==> src/eep_pkg.sv <==
`default_nettype none

package eep_pkg;

  // widths
  localparam int DEF_SOFT_WIDTH = 8;
  localparam int BLOCK_WIDTH    = 12;
  localparam int POS_WIDTH      = 7;
  localparam int MASK_WIDTH     = 32;
  localparam int TAIL_WIDTH     = 24;
  localparam int SLOT_WIDTH     = 5;
  localparam int CNT_WIDTH      = 6;
  localparam int INDEX_WIDTH    = 3;
  localparam int CFG_WIDTH      = 32;
  localparam int QUEUE_DEPTH    = 2;
  localparam int QPTR_WIDTH     = 1;
  localparam int QCNT_WIDTH     = 2;

  // frame geometry
  localparam logic [POS_WIDTH:0]    BLOCK_POSITIONS = 8'd128;
  localparam logic [POS_WIDTH-1:0]  TAIL_POSITIONS  = 7'd24;
  localparam logic [SLOT_WIDTH-1:0] TAIL_LAST       = 5'd23;
  localparam logic [CNT_WIDTH-1:0]  CNT_MAX         = 6'd63;

  // register indexes
  localparam logic [INDEX_WIDTH-1:0] REG_FIRST_BLOCKS  = 3'd0;
  localparam logic [INDEX_WIDTH-1:0] REG_SECOND_BLOCKS = 3'd1;
  localparam logic [INDEX_WIDTH-1:0] REG_FIRST_MASK    = 3'd2;
  localparam logic [INDEX_WIDTH-1:0] REG_SECOND_MASK   = 3'd3;
  localparam logic [INDEX_WIDTH-1:0] REG_TAIL_MASK     = 3'd4;

  // register reset values
  localparam logic [BLOCK_WIDTH-1:0] FIRST_BLOCKS_RST  = 12'd93;
  localparam logic [BLOCK_WIDTH-1:0] SECOND_BLOCKS_RST = 12'd3;
  localparam logic [MASK_WIDTH-1:0]  FIRST_MASK_RST    = 32'hFFFF_FFFF;
  localparam logic [MASK_WIDTH-1:0]  SECOND_MASK_RST   = 32'hFFFF_FFFF;
  localparam logic [TAIL_WIDTH-1:0]  TAIL_MASK_RST     = 24'h33_3333;

  typedef enum logic [1:0] {
    PART_FIRST,
    PART_SECOND,
    PART_TAIL
  } part_t;

  typedef enum logic [1:0] {
    MODE_IDLE,
    MODE_WALK,
    MODE_TRAIL
  } mode_t;

  typedef struct packed {
    part_t                  part;
    logic [BLOCK_WIDTH-1:0] block_count;
    logic [POS_WIDTH-1:0]   position;
  } walk_state_t;

  typedef struct packed {
    logic [BLOCK_WIDTH-1:0] first_blocks;
    logic [BLOCK_WIDTH-1:0] second_blocks;
    logic [MASK_WIDTH-1:0]  first_mask;
    logic [MASK_WIDTH-1:0]  second_mask;
    logic [TAIL_WIDTH-1:0]  tail_mask;
    logic [SLOT_WIDTH-1:0]  last_slot;
  } cfg_t;

  localparam walk_state_t FRAME_START = '{part: PART_FIRST, block_count: '0, position: '0};

  // highest kept tail slot
  function automatic logic [SLOT_WIDTH-1:0] last_slot_of(logic [TAIL_WIDTH-1:0] mask);
    logic [SLOT_WIDTH-1:0] last;
    last = '0;
    for (int i = 0; i < TAIL_WIDTH; i++) begin
      if (mask[i]) begin
        last = SLOT_WIDTH'(i);
      end
    end
    return last;
  endfunction

  // skip parts whose block count is used up
  function automatic walk_state_t settle(walk_state_t s, cfg_t c);
    walk_state_t r;
    r = s;
    if (r.part == PART_FIRST && r.block_count >= c.first_blocks) begin
      r.part        = PART_SECOND;
      r.block_count = '0;
      r.position    = '0;
    end
    if (r.part == PART_SECOND && r.block_count >= c.second_blocks) begin
      r.part        = PART_TAIL;
      r.block_count = '0;
      r.position    = '0;
    end
    return r;
  endfunction

  // keep bit of the current position
  function automatic logic slot_kept(walk_state_t s, cfg_t c);
    logic                  kept;
    logic [MASK_WIDTH-1:0] tail_ext;
    tail_ext = {{(MASK_WIDTH - TAIL_WIDTH){1'b0}}, c.tail_mask};
    case (s.part)
      PART_FIRST:  kept = c.first_mask[s.position[SLOT_WIDTH-1:0]];
      PART_SECOND: kept = c.second_mask[s.position[SLOT_WIDTH-1:0]];
      default:     kept = (s.position < TAIL_POSITIONS) && tail_ext[s.position[SLOT_WIDTH-1:0]];
    endcase
    return kept;
  endfunction

  // step to the next position, wrapping blocks in the first two parts
  function automatic walk_state_t advance(walk_state_t s);
    walk_state_t          r;
    logic [POS_WIDTH-1:0] pos_inc;
    r       = s;
    pos_inc = s.position + 1'b1;
    r.position = pos_inc;
    if (s.part != PART_TAIL &&
        (pos_inc == '0 || {1'b0, pos_inc} >= BLOCK_POSITIONS)) begin
      r.position    = '0;
      r.block_count = s.block_count + 1'b1;
    end
    return r;
  endfunction

endpackage

`default_nettype wire

==> src/eep_cfg_regs.sv <==
`default_nettype none

module eep_cfg_regs (
  input  wire logic                              clk,
  input  wire logic                              rst,
  input  wire logic                              cfg_write,
  input  wire logic [eep_pkg::INDEX_WIDTH-1:0]   cfg_index,
  input  wire logic [eep_pkg::CFG_WIDTH-1:0]     cfg_data,
  output eep_pkg::cfg_t                          cfg
);

  logic [eep_pkg::BLOCK_WIDTH-1:0] first_blocks;
  logic [eep_pkg::BLOCK_WIDTH-1:0] second_blocks;
  logic [eep_pkg::MASK_WIDTH-1:0]  first_mask;
  logic [eep_pkg::MASK_WIDTH-1:0]  second_mask;
  logic [eep_pkg::TAIL_WIDTH-1:0]  tail_mask;
  logic [eep_pkg::SLOT_WIDTH-1:0]  last_slot;

  // register writes, zero masks ignored
  always_ff @(posedge clk) begin
    if (rst) begin
      first_blocks  <= eep_pkg::FIRST_BLOCKS_RST;
      second_blocks <= eep_pkg::SECOND_BLOCKS_RST;
      first_mask    <= eep_pkg::FIRST_MASK_RST;
      second_mask   <= eep_pkg::SECOND_MASK_RST;
      tail_mask     <= eep_pkg::TAIL_MASK_RST;
    end else if (cfg_write) begin
      case (cfg_index)
        eep_pkg::REG_FIRST_BLOCKS: begin
          first_blocks <= cfg_data[eep_pkg::BLOCK_WIDTH-1:0];
        end
        eep_pkg::REG_SECOND_BLOCKS: begin
          second_blocks <= cfg_data[eep_pkg::BLOCK_WIDTH-1:0];
        end
        eep_pkg::REG_FIRST_MASK: begin
          if (cfg_data[eep_pkg::MASK_WIDTH-1:0] != '0) begin
            first_mask <= cfg_data[eep_pkg::MASK_WIDTH-1:0];
          end
        end
        eep_pkg::REG_SECOND_MASK: begin
          if (cfg_data[eep_pkg::MASK_WIDTH-1:0] != '0) begin
            second_mask <= cfg_data[eep_pkg::MASK_WIDTH-1:0];
          end
        end
        eep_pkg::REG_TAIL_MASK: begin
          if (cfg_data[eep_pkg::TAIL_WIDTH-1:0] != '0) begin
            tail_mask <= cfg_data[eep_pkg::TAIL_WIDTH-1:0];
          end
        end
        default: begin
        end
      endcase
    end
  end

  // last kept tail slot of the current mask
  always_comb begin
    last_slot = eep_pkg::last_slot_of(tail_mask);
  end

  assign cfg = '{first_blocks:  first_blocks,
                 second_blocks: second_blocks,
                 first_mask:    first_mask,
                 second_mask:   second_mask,
                 tail_mask:     tail_mask,
                 last_slot:     last_slot};

endmodule

`default_nettype wire

==> src/eep_queue.sv <==
`default_nettype none

module eep_queue #(
  parameter int SOFT_WIDTH = eep_pkg::DEF_SOFT_WIDTH
) (
  input  wire logic                  clk,
  input  wire logic                  rst,
  input  wire logic                  in_valid,
  output logic                       in_ready,
  input  wire logic [SOFT_WIDTH-1:0] in_data,
  output logic                       q_valid,
  input  wire logic                  q_pop,
  output logic [SOFT_WIDTH-1:0]      q_data
);

  logic [SOFT_WIDTH-1:0]           entry [eep_pkg::QUEUE_DEPTH];
  logic [eep_pkg::QPTR_WIDTH-1:0]  wr_ptr;
  logic [eep_pkg::QPTR_WIDTH-1:0]  rd_ptr;
  logic [eep_pkg::QCNT_WIDTH-1:0]  count;
  logic                            push;
  logic                            pop;

  assign in_ready = (count != eep_pkg::QCNT_WIDTH'(eep_pkg::QUEUE_DEPTH));
  assign q_valid  = (count != '0);
  assign q_data   = entry[rd_ptr];
  assign push     = in_valid && in_ready;
  assign pop      = q_pop && q_valid;

  // pointers and fill count
  always_ff @(posedge clk) begin
    if (rst) begin
      wr_ptr <= '0;
      rd_ptr <= '0;
      count  <= '0;
    end else begin
      if (push) begin
        wr_ptr <= wr_ptr + 1'b1;
      end
      if (pop) begin
        rd_ptr <= rd_ptr + 1'b1;
      end
      case ({push, pop})
        2'b10:   count <= count + 1'b1;
        2'b01:   count <= count - 1'b1;
        default: count <= count;
      endcase
    end
  end

  // entry storage
  always_ff @(posedge clk) begin
    if (push) begin
      entry[wr_ptr] <= in_data;
    end
  end

endmodule

`default_nettype wire

==> src/eep_walker.sv <==
`default_nettype none

module eep_walker #(
  parameter int SOFT_WIDTH = eep_pkg::DEF_SOFT_WIDTH
) (
  input  wire logic                   clk,
  input  wire logic                   rst,
  input  wire eep_pkg::cfg_t          cfg,
  input  wire logic                   q_valid,
  output logic                        q_pop,
  input  wire logic [SOFT_WIDTH-1:0]  q_data,
  output logic                        out_valid,
  input  wire logic                   out_ready,
  output logic signed [SOFT_WIDTH-1:0] soft_out,
  output logic                        is_erasure,
  output logic                        frame_end,
  output logic                        run_last
);

  eep_pkg::mode_t                  mode, mode_next;
  eep_pkg::walk_state_t            st, st_next;
  eep_pkg::walk_state_t            cur;
  eep_pkg::walk_state_t            prep;
  logic [SOFT_WIDTH-1:0]           value, value_next;
  logic [eep_pkg::CNT_WIDTH-1:0]   cnt, cnt_next;
  logic [eep_pkg::SLOT_WIDTH-1:0]  tail_pos, tail_pos_next;
  logic                            kept;
  logic                            at_last;
  logic                            can_emit;
  logic                            emit;
  logic [SOFT_WIDTH-1:0]           o_soft;
  logic                            o_er;
  logic                            o_fe;
  logic                            o_last;

  // settled position and its classification
  always_comb begin
    cur     = eep_pkg::settle(st, cfg);
    kept    = eep_pkg::slot_kept(cur, cfg);
    at_last = (cur.part == eep_pkg::PART_TAIL) &&
              (cur.position == {2'b00, cfg.last_slot});
    prep    = eep_pkg::settle(st, cfg);
    if (prep.part == eep_pkg::PART_TAIL && prep.position > {2'b00, cfg.last_slot}) begin
      prep = eep_pkg::FRAME_START;
    end
  end

  assign can_emit = !out_valid || out_ready;

  // sequencer: one result beat per cycle while walking or trailing and the output can take it
  always_comb begin
    mode_next     = mode;
    st_next       = st;
    value_next    = value;
    cnt_next      = cnt;
    tail_pos_next = tail_pos;
    q_pop         = 1'b0;
    emit          = 1'b0;
    o_soft        = '0;
    o_er          = 1'b0;
    o_fe          = 1'b0;
    o_last        = 1'b0;
    case (mode)
      eep_pkg::MODE_IDLE: begin
        if (q_valid) begin
          q_pop      = 1'b1;
          value_next = q_data;
          cnt_next   = '0;
          st_next    = prep;
          mode_next  = eep_pkg::MODE_WALK;
        end
      end
      eep_pkg::MODE_WALK: begin
        if (can_emit) begin
          emit = 1'b1;
          if (kept || cnt == eep_pkg::CNT_MAX) begin
            o_soft = value;
            if (at_last) begin
              o_fe    = (cfg.last_slot == eep_pkg::TAIL_LAST);
              o_last  = o_fe || (cnt == eep_pkg::CNT_MAX);
              st_next = eep_pkg::FRAME_START;
              if (o_last) begin
                mode_next = eep_pkg::MODE_IDLE;
              end else begin
                mode_next     = eep_pkg::MODE_TRAIL;
                tail_pos_next = cfg.last_slot + 1'b1;
                cnt_next      = cnt + 1'b1;
              end
            end else begin
              o_last    = 1'b1;
              st_next   = eep_pkg::advance(cur);
              mode_next = eep_pkg::MODE_IDLE;
            end
          end else begin
            o_er     = 1'b1;
            st_next  = eep_pkg::advance(cur);
            cnt_next = cnt + 1'b1;
          end
        end
      end
      eep_pkg::MODE_TRAIL: begin
        if (can_emit) begin
          emit          = 1'b1;
          o_er          = 1'b1;
          o_fe          = (tail_pos == eep_pkg::TAIL_LAST);
          o_last        = o_fe || (cnt == eep_pkg::CNT_MAX);
          cnt_next      = cnt + 1'b1;
          tail_pos_next = tail_pos + 1'b1;
          if (o_last) begin
            mode_next = eep_pkg::MODE_IDLE;
          end
        end
      end
      default: begin
        mode_next = eep_pkg::MODE_IDLE;
      end
    endcase
  end

  // control state
  always_ff @(posedge clk) begin
    if (rst) begin
      mode <= eep_pkg::MODE_IDLE;
      st   <= eep_pkg::FRAME_START;
    end else begin
      mode <= mode_next;
      st   <= st_next;
    end
  end

  // working payload
  always_ff @(posedge clk) begin
    value    <= value_next;
    cnt      <= cnt_next;
    tail_pos <= tail_pos_next;
  end

  // output register
  always_ff @(posedge clk) begin
    if (rst) begin
      out_valid <= 1'b0;
    end else if (emit) begin
      out_valid <= 1'b1;
    end else if (out_ready) begin
      out_valid <= 1'b0;
    end
  end

  always_ff @(posedge clk) begin
    if (emit) begin
      soft_out   <= o_soft;
      is_erasure <= o_er;
      frame_end  <= o_fe;
      run_last   <= o_last;
    end
  end

endmodule

`default_nettype wire

==> src/eep_depuncturer.sv <==
// an accepted item passes the input queue and the walker's working registers before its
// first result beat is registered; each item causes 1 to 64 result beats, and, unless the
// output stalls, the walker's single beat per cycle sets the rate; a 2-entry queue runs ahead
// reset: synchronous, active high; clears frame position, queue and output valid,
// and loads the register defaults; no clearing pass
`default_nettype none

module eep_depuncturer #(
  parameter int SOFT_WIDTH = eep_pkg::DEF_SOFT_WIDTH
) (
  input  wire logic                             clk,
  input  wire logic                             rst,
  input  wire logic                             cfg_write,
  input  wire logic [eep_pkg::INDEX_WIDTH-1:0]  cfg_index,
  input  wire logic [eep_pkg::CFG_WIDTH-1:0]    cfg_data,
  input  wire logic                             in_valid,
  output logic                                  in_ready,
  input  wire logic signed [SOFT_WIDTH-1:0]     soft_in,
  output logic                                  out_valid,
  input  wire logic                             out_ready,
  output logic signed [SOFT_WIDTH-1:0]          soft_out,
  output logic                                  is_erasure,
  output logic                                  frame_end,
  output logic                                  run_last
);

  eep_pkg::cfg_t          cfg;
  logic                   q_valid;
  logic                   q_pop;
  logic [SOFT_WIDTH-1:0]  q_data;

  // configuration registers
  eep_cfg_regs u_cfg_regs (
    .clk       (clk),
    .rst       (rst),
    .cfg_write (cfg_write),
    .cfg_index (cfg_index),
    .cfg_data  (cfg_data),
    .cfg       (cfg)
  );

  // front: input beats into a short queue
  eep_queue #(
    .SOFT_WIDTH (SOFT_WIDTH)
  ) u_queue (
    .clk      (clk),
    .rst      (rst),
    .in_valid (in_valid),
    .in_ready (in_ready),
    .in_data  (soft_in),
    .q_valid  (q_valid),
    .q_pop    (q_pop),
    .q_data   (q_data)
  );

  // back: position walker and output register
  eep_walker #(
    .SOFT_WIDTH (SOFT_WIDTH)
  ) u_walker (
    .clk        (clk),
    .rst        (rst),
    .cfg        (cfg),
    .q_valid    (q_valid),
    .q_pop      (q_pop),
    .q_data     (q_data),
    .out_valid  (out_valid),
    .out_ready  (out_ready),
    .soft_out   (soft_out),
    .is_erasure (is_erasure),
    .frame_end  (frame_end),
    .run_last   (run_last)
  );

endmodule

`default_nettype wire

==> config.mk <==
export PLATFORM = sky130hd
export DESIGN_NAME = eep_depuncturer
export DESIGN_NICKNAME = d
export VERILOG_FILES = /design/src/eep_pkg.sv /design/src/eep_cfg_regs.sv /design/src/eep_queue.sv /design/src/eep_walker.sv /design/src/eep_depuncturer.sv
export SDC_FILE = /design/constraint.sdc
export NUM_CORES = 1
export LEC_CHECK = 0
export BUFFER_PORTS_ARGS = -buffer_cell sky130_fd_sc_hd__buf_2
export CAP_MARGIN = 15
export CORE_ASPECT_RATIO = 1.75
export CORE_MARGIN = 8
export CORE_UTILIZATION = 50
export CTS_BUF_LIST = sky130_fd_sc_hd__clkbuf_4
export CTS_CLUSTER_DIAMETER = 80
export DETAILED_ROUTE_END_ITERATION = 12
export GPL_ROUTABILITY_DRIVEN = 0
export PLACE_DENSITY = 0.68
export RECOVER_POWER = 100
export SLEW_MARGIN = 20
export SYNTH_ARGS = -nofsm -noshare
export SYNTH_HDL_FRONTEND = slang
export SYNTH_SLANG_ARGS = --single-unit
==> constraint.sdc <==
create_clock -name clk -period 5.6 [get_ports clk]
set_input_delay 0.56 -clock clk [delete_from_list [all_inputs] [get_ports clk]]
set_output_delay 0.56 -clock clk [all_outputs]
set_load 0.1 [all_outputs]
Word level (Yosys, flattened, before mapping)
Memories as Yosys holds them, arrays and structs flattened. A register that Yosys moved wholly into a read port is not among the register bits.
Cells that the tools add are included.
- output and inout bits: 13
- bits in read-only memories: 0
- RAM bits: 16
- bits in latches: 0
- memories: 1
- register bits after elaboration: 162
- memory list (memory ; words ; bits a word ; rd ports ; clocked after memory_dff ; wr ports ; RTL line ; RTL):
    u_queue.entry ; 2 ; 8 ; 1 ; 1 ; 1 ; eep_queue.sv:16 ; logic [SOFT_WIDTH-1:0] entry [eep_pkg::QUEUE_DEPTH];
- equality and inequality tests: 26
- $add $sub $neg: 9
- reductions and logical operators: 38
- bitwise logic cells: 0
- $lt $le $gt $ge: 5
- shift-type cells: 0
- multiply operators: 0
- multiplexer cells: 82
- divide/modulo/power cells: 0
- operator list (operator ; count):
    two-way mux 21 bit ; 7
    two-way mux 5 bit ; 13
    case mux 21 bit (2 select lines) ; 1
    two-way mux 6 bit ; 6
    two-way mux 4 bit ; 8
    nonzero test 32 bit ; 1
    >= comparator 12 bit ; 2
    nonzero test 24 bit ; 1
    two-way mux 1 bit ; 22
    two-way mux 19 bit ; 1
    two-way mux 2 bit ; 9
    case mux 6 bit (3 select lines) ; 1
    binary-select mux 1 bit (select 5 bit) ; 3
    AND reduction 3 bit ; 5
    adder 12 x 1 -> 12 bit, second input constant ; 1
    two-way mux 3 bit ; 4
    AND reduction 6 bit ; 2
    adder 5 x 1 -> 5 bit, second input constant ; 2
    equality test 5 bit, second input constant ; 2
    inequality test 2 x 1 -> 1 bit, second input constant ; 5
    case mux 5 bit (2 select lines) ; 1
    nonzero test 2 bit ; 5
    equality test 2 x 1 -> 1 bit, second input constant ; 4
    logical AND 1 bit ; 8
    other kinds (29) ; 46

Longest topological paths before layout
Gate-level depths: netlist of run 1.
- word-level depth: 30
- gate-level depth with buffers: 30

Cells and area by module
A second synthesis of run 1 with hierarchy kept.
- cell total of the unflattened synthesis: 1097
- area total of the unflattened synthesis: 9873.2 um2
- modules (own cells, without submodules) (module ; area an instance (um2) ; cells each ; seq. area each (um2) ; instances):
    eep_walker ; 4805.9 ; 542 ; 1381.3 ; 1
    eep_cfg_regs ; 4269.1 ; 506 ; 2242.2 ; 1
    eep_queue ; 798.3 ; 49 ; 580.6 ; 1

Least setup slack after synthesis of run 1
Ideal clock, no wire load.
- path kind: flip-flop to flip-flop
- start point: reg u_walker.st[7] (netlist name)
- end point: reg u_walker.st[17] (netlist name)
- arrival: 5.043 ns
- required time: 5.479 ns
- buffers on the path: 2
- path slack: 0.436 ns
- period minus slack after synthesis: 5.164 ns
- stages on the path, launching flop included: 29
- cells stage by stage: dfxtp_1 > inv_1 > ha_1 > nor2b_1 > o21ai_1 > a21oi_2 > o21ai_0 > nand2_1 > clkbuf_1 > and2_1 > ha_1 > a211oi_1 > o21ai_1 > a21oi_2 > o211ai_4 > nand2_2 > clkbuf_1 > and2_1 > ha_1 > nand2_1 > nor2_1 > nand2_1 > a21oi_1 > a21oi_1 > a211oi_4 > nand4_4 > or3_1 > a31oi_1 > o21ai_1
- longest elaborated chain between the ends: 14
- elaborated cells between the ends (all ways): 36
- those cells by class: 2 x add/sub; 4 x order compare; 5 x eq/ne; 16 x mux; 9 x reduce/logical
- ends and longest elaborated chain (element ; RTL line ; RTL):
    start, declared ; eep_walker.sv:21 ; eep_pkg::walk_state_t st, st_next;
    start signal, assigned ; eep_walker.sv:124 ; st <= eep_pkg::FRAME_START;
    start signal, assigned ; eep_walker.sv:127 ; st <= st_next;
    >= comparator 12 bit ; eep_pkg.sv:84 ; if (r.part == PART_FIRST && r.block_count >= c.first_blocks) begin
    logical AND 1 bit ; eep_pkg.sv:84 ;
    two-way mux 21 bit * ; eep_pkg.sv:84 ;
    >= comparator 12 bit / equality test 2 x 1 -> 1 bit (equally long branches) ; eep_pkg.sv:89 ; if (r.part == PART_SECOND && r.block_count >= c.second_blocks) begin
    logical AND 1 bit ; eep_pkg.sv:89 ;
    two-way mux 21 bit * ; eep_pkg.sv:89 ;
    adder 7 x 1 -> 7 bit / binary-select mux 1 bit (select 5 bit) (equally long branches) ; eep_pkg.sv:115, eep_pkg.sv:105 ;
    logical NOT 7 bit / two-way mux 1 bit (equally long branches) ; eep_pkg.sv:118, eep_pkg.sv:105 ;
    logical AND 1 bit (on tied branches) ; eep_pkg.sv:117, eep_pkg.sv:105 ;
    two-way mux 19 bit / case mux 1 bit (2 select lines) (equally long branches) ; eep_pkg.sv:117, eep_pkg.sv:102 ;
    two-way mux 21 bit / logical OR 1 bit (equally long branches) ; eep_walker.sv:78, eep_walker.sv:76 ;
    two-way mux 21 bit ; eep_walker.sv:76 ; if (kept || cnt == eep_pkg::CNT_MAX) begin
    two-way mux 21 bit ; eep_walker.sv:74 ; if (can_emit) begin
    case mux 21 bit (2 select lines) * ; eep_walker.sv:63 ; case (mode)
Mark *: on every way between the ends. The rest lies on a longest branch, timed or not. The select of a mux whose other input is x is not followed.
A chain may end at the register's enable or synchronous reset.

Final worst setup path of run 1
- start point: reg u_walker.st[7] (netlist name)
- end point: reg u_walker.cnt[5] (netlist name), enable pin
- longest elaborated chain between the ends: 13
- elaborated cells between the ends (all ways): 25
- those cells by class: 3 x order compare; 6 x eq/ne; 9 x mux; 7 x reduce/logical
- ends and longest elaborated chain (element ; RTL line ; RTL):
    >= comparator 12 bit ; eep_pkg.sv:84 ;
    logical AND 1 bit ; eep_pkg.sv:84 ;
    two-way mux 21 bit * ; eep_pkg.sv:84 ;
    >= comparator 12 bit / equality test 2 x 1 -> 1 bit (equally long branches) ; eep_pkg.sv:89 ;
    logical AND 1 bit ; eep_pkg.sv:89 ;
    two-way mux 21 bit * ; eep_pkg.sv:89 ;
    binary-select mux 1 bit (select 5 bit) ; eep_pkg.sv:105 ; default: kept = (s.position < TAIL_POSITIONS) && tail_ext[s.position[SLOT_WIDTH-1:0]];
    two-way mux 1 bit (not written as such) ; eep_pkg.sv:105 ;
    logical AND 1 bit ; eep_pkg.sv:105 ;
    case mux 1 bit (2 select lines) ; eep_pkg.sv:102 ; case (s.part)
    logical OR 1 bit ; eep_walker.sv:76 ;
    inequality test 3 x 2 -> 1 bit (no source line) / inequality test 3 bit (equally long branches) ; n/a ;
    AND reduction 6 bit (no source line) * ; n/a ;
    end signal, assigned ; eep_walker.sv:134 ; cnt <= cnt_next;
    end, declared ; eep_walker.sv:25 ; logic [eep_pkg::CNT_WIDTH-1:0] cnt, cnt_next;
Marks and branches as above.

==> results of run 1 <==
## metal layers
metal	up-vias	part of all wire	GRT usage
met4	0	0.055	0.132
li1	3775	-	-
met1	3655	0.38	0.230
met5	-	0	0
met2	213	0.53	0.368
met3	77	0.033	0.0265
## power by group through the flow
stage | Clock, mW | Combinational (mW) | Sequential (mW)
after floorplan | 0 | 0.569 | 1.81
after global placement | 0 | 0.931 | 1.66
after detailed placement | 0 | 0.935 | 1.67
after CTS | 0.807 | 0.940 | 1.64
after global routing | 0.858 | 1.01 | 1.66
final | 0.792 | 0.930 | 1.64
## per-stage QoR
step                hold WS, ps  utilization  std cells  total power, mW
finish                      135        0.550       1328             3.36
global route                104        0.550       1328             3.53
CTS                        95.2        0.551       1327             3.38
detailed placement          446        0.535       1295             2.60
global placement            444        0.535       1295             2.59
floorplan                   435            -       1027             2.37
## layout make-up
class	instances	area (µm²)	area share
Antenna cell	1	2.50	0.000237
Clock buffer	17	128	0.0121
Clock inverter	15	183	0.0173
Inverter	39	146	0.0139
Multi-Input combinational cell	747	5170	0.490
Sequential cell	186	4190	0.397
Tap cell	241	302	0.0286
Timing Repair Buffer	82	434	0.0411
## cell usage after synthesis (8+ instances only)
| master | n | area, µm² |
|---|---|---|
| nand2_1 | 174 | 653 |
| dfxtp_1 | 140 | 2800 |
| and2_1 | 29 | 181 |
| ha_1 | 39 | 488 |
| a21oi_1 | 60 | 300 |
| nor2b_1 | 10 | 62.6 |
| nor4_1 | 12 | 75.1 |
| xnor2_1 | 8 | 70.1 |
| o21ai_0 | 23 | 115 |
| nor3_1 | 12 | 60.1 |
| nand3_1 | 22 | 110 |
| mux4_2 | 15 | 338 |
| o211ai_1 | 12 | 90.1 |
| mux2_2 | 12 | 135 |
| inv_1 | 37 | 139 |
| a211oi_1 | 9 | 67.6 |
| clkbuf_1 | 35 | 131 |
| nor2_1 | 68 | 255 |
| mux2i_1 | 98 | 981 |
| o21ai_1 | 12 | 60.1 |
| edfxtp_1 | 46 | 1380 |
## flip-flops by register name, indices dropped and copies added (netlist names), 12 cells and up
signal and cells:
u_cfg_regs.first_mask 32, u_cfg_regs.second_blocks 12, u_walker.st 21, u_queue.entry 16
u_cfg_regs.first_blocks 12, u_cfg_regs.second_mask 32, u_cfg_regs.tail_mask 24
## cells by family after synthesis
group           synth area share
simple gates               0.180
compound gates             0.135
flops                      0.428
mux                        0.149
fa+ha+maj                 0.0500
buf+inv                   0.0446
xor+xnor                  0.0126
## how the worst max path moves through the flow
stage,start,to,slack [ps],cells past startpoint
finish,u_walker.st[7],u_walker.cnt[5],430,21
detailed placement,u_walker.st[7],u_walker.st[17],80,27
CTS,u_walker.st[7],u_walker.st[17],50,27
global route,u_walker.st[7],u_walker.st[3],30,26
global placement,u_walker.st[7],u_walker.st[18],250,25
floorplan,u_walker.st[7],u_walker.st[17],440,28
==> impl_metrics.tcl, run 1 <==
set metrics [dict create \
    syn_area_per_cell_um2 9.51 \
    p_switching_mw 1.23 \
    path_max_fanout 13 \
    fin_nets 1160 \
    ys.flop_type "dfxtp_1" \
    p_leak_nw 3.97 \
    vdd_drop_max_mv 0.237 \
    grt_overflow 0 \
    reg2regPathDepth 21 \
    vias_per_cell 5.81 \
    htreeDepth 4 \
    synth_edf_count 46 \
    final_antenna_net_count 0 \
    coreArea_um2 19200 \
    min_path_type "in2reg" \
    syn2layout_area_growth_pct 8.02 \
    root_buffer "clkbuf_4" \
    powerDensity_nw_per_um2 318 \
    num_rows 67 \
    cp_slowest_cell "dfxtp_1" \
    die_y_um 201 \
    r2r-start "u_walker.st[7]" \
    synth_nets 1114 \
    pwr-share-comb 0.277 \
    path_cells "inv_1 > ha_1 > nor2b_1 > o21ai_1 > a21oi_2 > o21ai_2 > nand2_2 > and2_0 > ha_1 > a211oi_1 > o21ai_1 > a21oi_2 > o211ai_4 > clkbuf_2 > and2_2 > o41ai_1 > and4_1 > and3b_1 > nor3b_1 > nor3_1 > buf_4" \
    worstHoldStart "soft_in[5]" \
    slew_violations 125 \
    max_cap_viol_count 3 \
    num-fill-cells 1749 \
    mostFrequentLayoutCell "nand2_1" \
    power.share.sequential 0.487 \
    grt_pass1_vias 7775 \
    clock_latency_ps 610 \
    synth_cell_types 89 \
    ys_warn_count 0 \
    vias 7720 \
    hold_violations 0 \
    synthCells 1027 \
    critical_path_required_ps 5930 \
    async_flop_share 0 \
    violations "max-capacitance violations, max-slew violations" \
    power_frac_clock 0.236 \
    status "finished, violations left" \
    synth_seq_cells 186 \
    pre_cts_ws_ps 83.0 \
    io_buffers 60 \
    io_pins 61 \
    drt_iter0_markers 415 \
    synth_seq_area_share 0.428 \
    slowest_delay_ps 430 \
    numCtsBuffers 17 \
    r2r-end "u_walker.cnt[5]" \
    crit_type "reg2reg" \
    grt_max_degree 55 \
    cts_resized 0 \
    endpoint_kind "flop" \
    crit_family "simple AND/OR/NAND/NOR gates" \
    setup_violations 0 \
    clockBufferDepth 2 \
    max_freq_ghz 0.193 \
    tightest_slew_ps 3000 \
    grt_pass1_wl_mm 40.4 \
    netlist_area_um2 9770 \
    place_area_um2 10300 \
    worstPathArrival_ps 5510 \
    die_w_um 122 \
    postCtsHoldBufs 0 \
    drt-pass1-iter-count 5 \
    initial_utilization 0.509 \
    final_area_um2 10600 \
    fin_ws_ps 426 \
    cts_tree "done" \
    routedWlPerCell_um 18.8 \
    final_cell_mix "173 x nand2_1, 139 x dfxtp_1, 98 x mux2i_1, 67 x nor2_1, 60 x a21oi_1" \
    critPathLaunchType "flop" \
    grt_usage 0.210 \
    cts_setup_buffers 0 \
    wl_mm 24.9 \
    drc 0 \
    slew_headroom -1.00 \
    setup-tns-final_ps 0 \
    rsz0062_at_grt "false" \
    path_clk_slew_ps 160 \
    fin_crit_ps 5170 \
    hold_depth 1 \
    cts_sinks 186 \
    rrSetupSlack_ps 430 \
    antenna_found_initial 1 \
    p_int_mw 2.13 \
    drive_above_1_share 0.138 \
    whs_endpoint "u_queue.entry[0][5]" \
    hpwlAfterDp_mm 18.3 \
    fin_skew_ps 22.1 \
    die-area_um2 24400 \
    power_switching_share 0.366 \
    period_share 0.924 \
    crit_buf_inv 3 \
]
Note: power is estimated with default switching activity, not from simulation.
==> inputs of run 2 (changes only) <==
--- a/config.mk
+++ b/config.mk
@@ -16,6 +16,7 @@
 export GPL_ROUTABILITY_DRIVEN = 0
 export PLACE_DENSITY = 0.68
 export RECOVER_POWER = 100
+export REMOVE_ABC_BUFFERS = 1
 export SLEW_MARGIN = 20
 export SYNTH_ARGS = -nofsm -noshare
 export SYNTH_HDL_FRONTEND = slang
==> run 2 against run 1 <==
The run still ends with max-capacitance violations, max-slew violations left. Die area is the same. Via count shrank 0.74%. Count of clock-buffer cells in the layout unchanged. Hold slack improved by 12 ps. Global-route usage decreased by 0.085 points. Critical endpoint is now u_walker.st[17]. Largest cell class unchanged. Highest routed layer unchanged.
==> impl_metrics.tcl, run 2 (synthesized netlist as in run 1, its figures left out) <==
set metrics [dict create \
    fin_nets 1157 \
    clock_latency_ps 600 \
    io_pins 61 \
    slowest_delay_ps 370 \
    slew_headroom -1.84 \
    final_cell_mix "173 x nand2_1, 138 x dfxtp_1, 98 x mux2i_1, 67 x nor2_1, 60 x a21oi_1" \
    crit_buf_inv 2 \
    startpoint "u_cfg_regs.first_blocks[9]" \
    drt_iter0_markers 420 \
    path_clk_slew_ps 180 \
    die-area_um2 24400 \
    cts_tree "done" \
    path_max_fanout 12 \
    grt_pass1_vias 7874 \
    numCtsBuffers 17 \
    drc 0 \
    grt_overflow 0 \
    coreArea_um2 19200 \
    postCtsHoldBufs 0 \
    min_path_type "in2reg" \
    pre_cts_ws_ps 113 \
    setup_violations 0 \
    grt_pass1_wl_mm 40.3 \
    critical_path_required_ps 6120 \
    crit_type "reg2reg" \
    hpwlAfterDp_mm 18.0 \
    syn2layout_area_growth_pct 7.67 \
    grt_max_degree 94 \
    root_buffer "clkbuf_4" \
    clockBufferDepth 2 \
    endpoint_kind "flop" \
    vdd_drop_max_mv 0.302 \
    htreeDepth 4 \
    mostFrequentLayoutCell "nand2_1" \
    worstPathArrival_ps 5640 \
    fin_skew_ps 34.5 \
    fin_crit_ps 5120 \
    crit_family "compound AO/OA/AOI/OAI gates" \
    reg_top3 "u_cfg_regs.first_mask x32, u_cfg_regs.second_mask x32, u_cfg_regs.tail_mask x24" \
    drt-pass1-iter-count 5 \
    r2r-start "u_cfg_regs.first_blocks[9]" \
    die_w_um 122 \
    cp_slowest_cell "dfxtp_1" \
    drive_above_1_share 0.139 \
    critPathLaunchType "flop" \
    final_antenna_net_count 0 \
    hold_violations 0 \
    period_share 0.914 \
    cts_sinks 186 \
    fin_ws_ps 482 \
    num-fill-cells 1783 \
    vias 7663 \
    wl_mm 24.7 \
    powerDensity_nw_per_um2 313 \
    slew_violations 121 \
    grt_usage 0.209 \
    hold_ws_ps 147 \
    max_cap_viol_count 2 \
    violations "max-capacitance violations, max-slew violations" \
    status "finished, violations left" \
    num_rows 67 \
    worstHoldStart "soft_in[0]" \
    die_y_um 201 \
    max_freq_ghz 0.195 \
    vias_per_cell 5.78 \
    p_leak_nw 3.96 \
    initial_utilization 0.509 \
    final_core_util 0.548 \
    routedWlPerCell_um 18.6 \
    setup-tns-final_ps 0 \
    io_buffers 60 \
    antenna_found_initial 1 \
    tightest_slew_ps 4260 \
]
## run 2: what timing repair did
action | 4_1_cts | 5_1_grt
gates resized for setup | 0 | 9
setup buffers | 0 | 1
setup endpoints to repair | 0 | 33
hold endpoints to repair | 0 | 0
## run 2: final timing paths
path                            cells past startpoint  slack, ps                           end
worst max-delay path                               26        480               u_walker.st[17]
worst min-delay path                                1        150           u_queue.entry[1][0]
worst max register to register                     26        480               u_walker.st[17]
worst min register to register                      2        460  u_cfg_regs.second_blocks[11]
## run 2: area by class of cell
class,count,area (µm²),area share
Timing Repair Buffer,79,417,0.0396
Inverter,39,146,0.0139
Tap cell,241,302,0.0287
Clock inverter,15,151,0.0144
Clock buffer,17,128,0.0121
Multi-Input combinational cell,747,5180,0.493
Sequential cell,186,4190,0.398
Antenna cell,1,2.50,0.000238
## run 2: report_power, final
part / switching, mW / leakage [nW] / internal [mW]
logic: 0.625 / 2.25 / 0.292
registers: 0.0945 / 1.57 / 1.55
clock network: 0.523 / 0.146 / 0.202
total: 1.24 / 3.96 / 2.05
## run 2: stage by stage
step | instance area, µm² | instances | power [mW]
finish | 10500 | 1325 | 3.29
global route | 10500 | 1325 | 3.46
CTS | 10500 | 1323 | 3.31
detailed placement | 10200 | 1291 | 2.60
global placement | 10200 | 1291 | 2.59
floorplan | 9480 | 972 | 2.34
## run 2: worst register-to-register path, cell delays in order (launching register included)
cell and delay [ps]:
dfxtp_1 370, inv_1 60, ha_1 310, a21o_1 210
a221oi_4 340, o21ai_2 150, nand2_2 180, and2_1 150
ha_1 230, a211oi_1 200, o21ai_1 130, a21oi_2 220
o211ai_4 120, nand2_4 140, nand2_1 90, inv_1 160
ha_1 220, nand2_1 100, nor2_1 200, nand2_1 110
a21oi_1 190, a21oi_1 100, a211oi_4 290, nand4_4 170
or3_1 350, a31oi_1 170, o21ai_1 80
## run 2: layer usage
layer | wire length, µm | up-vias | part of all wire | global-route usage
li1 | - | 3770 | - | -
met3 | 708 | 73 | 0.029 | 0.0290
met5 | 0 | - | 0 | 0
met2 | 13300 | 185 | 0.54 | 0.375
met4 | 1340 | 0 | 0.054 | 0.133
met1 | 9330 | 3635 | 0.38 | 0.220
